<file path="config.mk">
export PLATFORM = sky130hd
export DESIGN_NAME = tgard_ctrl
export DESIGN_NICKNAME = d
export VERILOG_FILES = /design/src/rtl/tgard_pkg.sv /design/src/rtl/tgard_ctrl.sv
export SDC_FILE = /design/constraint.sdc
export NUM_CORES = 1
export LEC_CHECK = 0
export BUFFER_PORTS_ARGS = -buffer_cell sky130_fd_sc_hd__buf_2
export CAP_MARGIN = 0
export CORE_AREA = 2 2 39 41
export DETAILED_ROUTE_END_ITERATION = 7
export DIE_AREA = 0 0 41 43
export GPL_ROUTABILITY_DRIVEN = 0
export SYNTH_ARGS = -nofsm -noshare
export SYNTH_HDL_FRONTEND = slang
export SYNTH_SLANG_ARGS = --single-unit
</file>
<file path="constraint.sdc">
create_clock -name aclk -period 1.1 [get_ports aclk]
set_input_delay 0.11 -clock aclk [delete_from_list [all_inputs] [get_ports aclk]]
set_output_delay 0.11 -clock aclk [all_outputs]
set_load 0.02 [all_outputs]
</file>
<file path="src/rtl/tgard_pkg.sv">
// Shared types, constants and colour helpers for the TGA run-length pixel decoder.
package tgard_pkg;

    localparam int MAP_ENTRIES = 256;
    localparam int MAP_AW      = (MAP_ENTRIES > 1) ? $clog2(MAP_ENTRIES) : 1;

    // Item kinds on the input tuser bit
    localparam logic OP_STREAM = 1'b0;
    localparam logic OP_MAP    = 1'b1;

    // Configuration register indexes
    localparam logic [1:0] REG_COLOUR_MAPPED = 2'd0;
    localparam logic [1:0] REG_PIXEL_BYTES   = 2'd1;
    localparam logic [1:0] REG_IMAGE_WIDTH   = 2'd2;
    localparam logic [1:0] REG_IMAGE_HEIGHT  = 2'd3;

    localparam int HDR_RUN_BIT  = 7;
    localparam int MIN_WIDTH    = 4;
    localparam int S_DATA_W     = 48;
    localparam int M_DATA_W     = 72;

    typedef enum logic [1:0] {
        ST_IDLE,
        ST_LOOKUP,
        ST_EMIT
    } state_t;

    typedef struct packed {
        logic accept;    // input item taken this cycle
        logic load_map;  // latch colour from the map read port
        logic emit;      // generate spans
    } cmd_t;

    typedef struct packed {
        logic start_pixel;  // current input byte completes a pixel
        logic mapped;       // that pixel needs a colour map lookup
        logic emit_done;    // this cycle ends the span sequence
        logic finished;     // final row written
    } sts_t;

    function automatic logic [2:0] eff_bytes(input logic [2:0] p);
        logic [2:0] r;
        r = p;
        if (p == 3'd0) r = 3'd1;
        if (p > 3'd4)  r = 3'd4;
        return r;
    endfunction

    // Blue/red swap for 3 and 4 byte pixels, then mask to the pixel size
    function automatic logic [31:0] fix_colour(input logic [31:0] c, input logic [2:0] p_raw);
        logic [2:0]  p;
        logic [31:0] r;
        p = eff_bytes(p_raw);
        r = c;
        if (p >= 3'd3) r = {c[31:24], c[7:0], c[15:8], c[23:16]};
        case (p)
            3'd1:    r = {24'd0, r[7:0]};
            3'd2:    r = {16'd0, r[15:0]};
            3'd3:    r = {8'd0, r[23:0]};
            default: r = r;
        endcase
        return r;
    endfunction

endpackage

</file>
<file path="src/rtl/tgard_ctrl.sv">
// Sequencer for the decoder: input acceptance, colour map lookup and span generation.
module tgard_ctrl
    import tgard_pkg::*;
(
    input  logic aclk,
    input  logic aresetn,
    input  logic s_tvalid,
    output logic s_tready,
    input  sts_t sts,
    output cmd_t cmd
);

    state_t state_reg, state_next;

    always_ff @(posedge aclk) begin
        if (!aresetn) begin
            state_reg <= ST_IDLE;
        end else begin
            state_reg <= state_next;
        end
    end

    always_comb begin
        state_next   = state_reg;
        s_tready     = 1'b0;
        cmd          = '0;
        unique case (state_reg)
            ST_IDLE: begin
                s_tready   = 1'b1;
                cmd.accept = s_tvalid;
                if (s_tvalid && sts.start_pixel) begin
                    state_next = sts.mapped ? ST_LOOKUP : ST_EMIT;
                end
            end
            ST_LOOKUP: begin
                cmd.load_map = 1'b1;
                state_next   = ST_EMIT;
            end
            ST_EMIT: begin
                cmd.emit = 1'b1;
                if (sts.emit_done) state_next = ST_IDLE;
            end
            default: state_next = ST_IDLE;
        endcase
    end

endmodule

</file>
[Word level (Yosys, flattened, before mapping)]
Index checks and enable logic that the tools add are counted.
W data, S select, Z words.
Word-level totals
  flip-flop bits (word level): 2
  latch bits: 0
  bits in writable memories: 0
  bits in read-only memories: 0
  output and inout bits: 4
  logic and storage cells: 16
  memories: 0
Operators by class
  add/sub/neg operators: 0
  multipliers: 0
  div/mod/pow operators: 0
  order comparisons: 0
  eq/ne operators: 4
  shifts and indexed selects: 0
  muxes and demuxes: 8
  bitwise logic cells: 0
  reductions and logical operators: 3
Operators by type and width (number)
  $mux W2: 3
  $pmux W2 S3: 1
  $mux W1: 4
  $ne A2 B2 Y1 const B: 2
  $eq A2 B1 Y1 const B: 1
  $eq A2 B2 Y1 const B: 1
  $logic_not A2 Y1: 1
  $reduce_and A2 Y1: 1
  $logic_and A1 B1 Y1: 1

[Depth between registers and ports, before layout]
  word-level depth: 3
  mapped depth: 2
  mapped depth without buffers: 2

[Worst setup path after synthesis]
No wires, ideal clock.
  kind: reg-to-output
  from: register state_reg[0]
  to: output port cmd[2] (netlist name)
  arrival: 0.943 ns
  required time: 0.990 ns
  path slack: 0.047 ns
  cell stages (with the launch flop): 3
  path through: dfxtp_1 > nor2_1 > and2_1
RTL lines
  start, declared: line tgard_ctrl.sv:13  | state_t state_reg, state_next;
  start signal, assigned: line tgard_ctrl.sv:19  | state_reg <= state_next;
  end, declared: line tgard_ctrl.sv:10  | output cmd_t cmd

==> results.toml <==
[outcome]
status = "completed"

[floorplan]
rows = 14
die_w_um = 41
core_area_um2 = 1380
die_h_um = 43
initial_core_util = 0.0787
io_pins = 11
dieArea_um2 = 1760

[clock_tree]
post-cts-setup-buffer-count = 0
clkSinkCount = 2
htreeDepth = 1
clockBufferDepth = 2
path_clk_slew_ns = 0.03
cts_tree = "built"
clk_latency_ns = 0.22
numCtsBuffers = 3
cts-root-buf = "clkbuf_4"

[detailed_routing]
drtAntennaViolNets = 0
post_drt_via_cell_ratio = 3.28
drt_iter0_markers = 1
drt-wirelength-per-cell_um = 7.63
wirelength_um = 305
vias = 131
drc = 0
dr.pass1.iters = 2

[synth]
async_flop_share = 0
synth_area_leaders = "dfxtp_1 37%, and4bb_1 11%, and2b_4 9.2%"
synth_top_cells_by_count = "2 x dfxtp_1, 2 x nand2_1"
yosysSeqAreaShare = 0.368
synth_edf_count = 0
synth_flop_cell = "dfxtp_1"
synth_xor_area_frac = 0
syn_inst = 12
synth_simple_gate_area_frac = 0.552
synth-seq-cells = 2
synthAdderAreaFrac = 0
yosysTopAreaCell = "dfxtp_1"
synthMuxAreaShare = 0
synth_area_um2 = 109
synth_cell_types = 10
synth_compound_area_frac = 0.0805
yosysWarnings = 0
synth_top_family_by_area = "simple AND/OR/NAND/NOR gates"
yosysTopAreaCellShare = 0.368
avgSynthCellArea_um2 = 9.07
synthesis.nets = 19

[place]
dpl_worst_slack_ns = 0.122
dp_hpwl_um = 224
io_buffers = 9

[job]
max_cap_violations = 0

[power]
power.switching_mw = 0.0696
switching_share = 0.239
p_clk_frac = 0.562
ir_worst_vdd_mv = 0.241
power_density_nw_per_um2 = 1430
p_seq_frac = 0.278
pwr-share-comb = 0.160
power.internal_mw = 0.221
leakage_nw = 0.0959

[timing]
hold_viol_final = 0
clock.fmax_ghz = 0.944
relSlewSlack = 0.859
setup_viol = 0
finalSetupTns_ns = 0
final_max_slew_viol_count = 0
period_share = 0.963
rsz0062_at_grt = "false"
worst_slack_ns = 0.0407
finClkSkew_ns = 0.000500
fin_crit_ns = 1.06
tightest_slew_ns = 0.209

[critical_path]
setup.worst_path.start_class = "flop"
critical_path_required_ns = 0.99
crit_type = "reg2out"
crit_arrival_ns = 0.95
path_max_fanout = 6
cp-end-kind = "primary output"

[layout]
final_nets = 33
n_antenna_cell = 0
n_fill_cell = 168
largest_reg_flops = 2
area.growth.synth_to_final_pct = 87.4
drive_above_1_share = 0.667

[global_routing]
overflow = 0
grt_pass1_wl_um = 372
grt_max_degree = 7
antenna_found_initial = 0
grt_pass1_vias = 114
track_usage = 0.0431

[hold_path]
hp-class = "in2reg"
## cells by family (layout without fill, tap and decap cells)
logic type,count (synthesis),count (layout)
simple gates,9,9
buf+inv,0,12
flops,2,2
compound gates,1,1
## critical path, cell delays in order (launching register included)
cell and delay [ns]:
dfxtp_2 0.33, and2b_4 0.24, buf_2 0.15
## metrics by stage
stage / power [mW] / instances / instance area, um2 / util / hold slack [ns]
6_report: 0.291 / 40 / 204 / 0.147 / 0.118
5_1_grt: 0.320 / 40 / 204 / 0.147 / 0.114
4_1_cts: 0.303 / 40 / 198 / 0.143 / 0.108
3_5_place_dp: 0.125 / 37 / 174 / 0.126 / 0.356
3_3_place_gp: 0.125 / 37 / 174 / 0.126 / 0.352
2_1_floorplan: 0.105 / 12 / 109 / - / 0.229
## per-layer routing
metal | up-vias | global-route usage | share of wire
li1 | 69 | - | -
met1 | 52 | 0.0224 | 0.38
met2 | 8 | 0.0469 | 0.48
met3 | 2 | 0.0314 | 0.12
met4 | 0 | 0.100 | 0.020
met5 | - | 0 | 0
## power groups by stage
stage	combinational [mW]	clock, mW	sequential, mW
after floorplan	0.0255	0	0.0797
after global placement	0.0444	0	0.0806
after detailed placement	0.0448	0	0.0807
after CTS	0.0449	0.178	0.0798
after global routing	0.0513	0.187	0.0814
final	0.0464	0.163	0.0809
## timing repair
action                                  CTS  global route
gates resized for setup                   1             3
hold buffers                              0             0
endpoints found under the setup margin    1             3
## cells in the final DEF, fill, tap and decap left out, drive strengths merged
master  instances
nand2           2
nor2b           1
nor4            1
clkbuf          3
and2b           1
nor2            1
buf             9
dfxtp           2
and4bb          1
o31a            1
and2            1
nor3b           1
## cell type report
| class | instances | area (um2) | share of cell area |
|---|---|---|---|
| sequential | 2 | 42.5 | 0.209 |
| timing repair buffer | 9 | 47.5 | 0.233 |
| tap | 16 | 20.0 | 0.0982 |
| clock buffer | 3 | 22.5 | 0.110 |
| multi-input combinational | 10 | 71.3 | 0.350 |
## final timing paths
| path | startpoint | endpoint | slack [ns] | depth (start not counted) |
|---|---|---|---|---|
| max reg2reg | state_reg[1] | state_reg[1] | 0.16 | 2 |
| min | sts[2] | state_reg[0] | 0.12 | 3 |
| min reg2reg | state_reg[1] | state_reg[0] | 0.46 | 1 |
| max | state_reg[1] | cmd[1] | 0.04 | 2 |
Power figures use the tool's default switching activity.
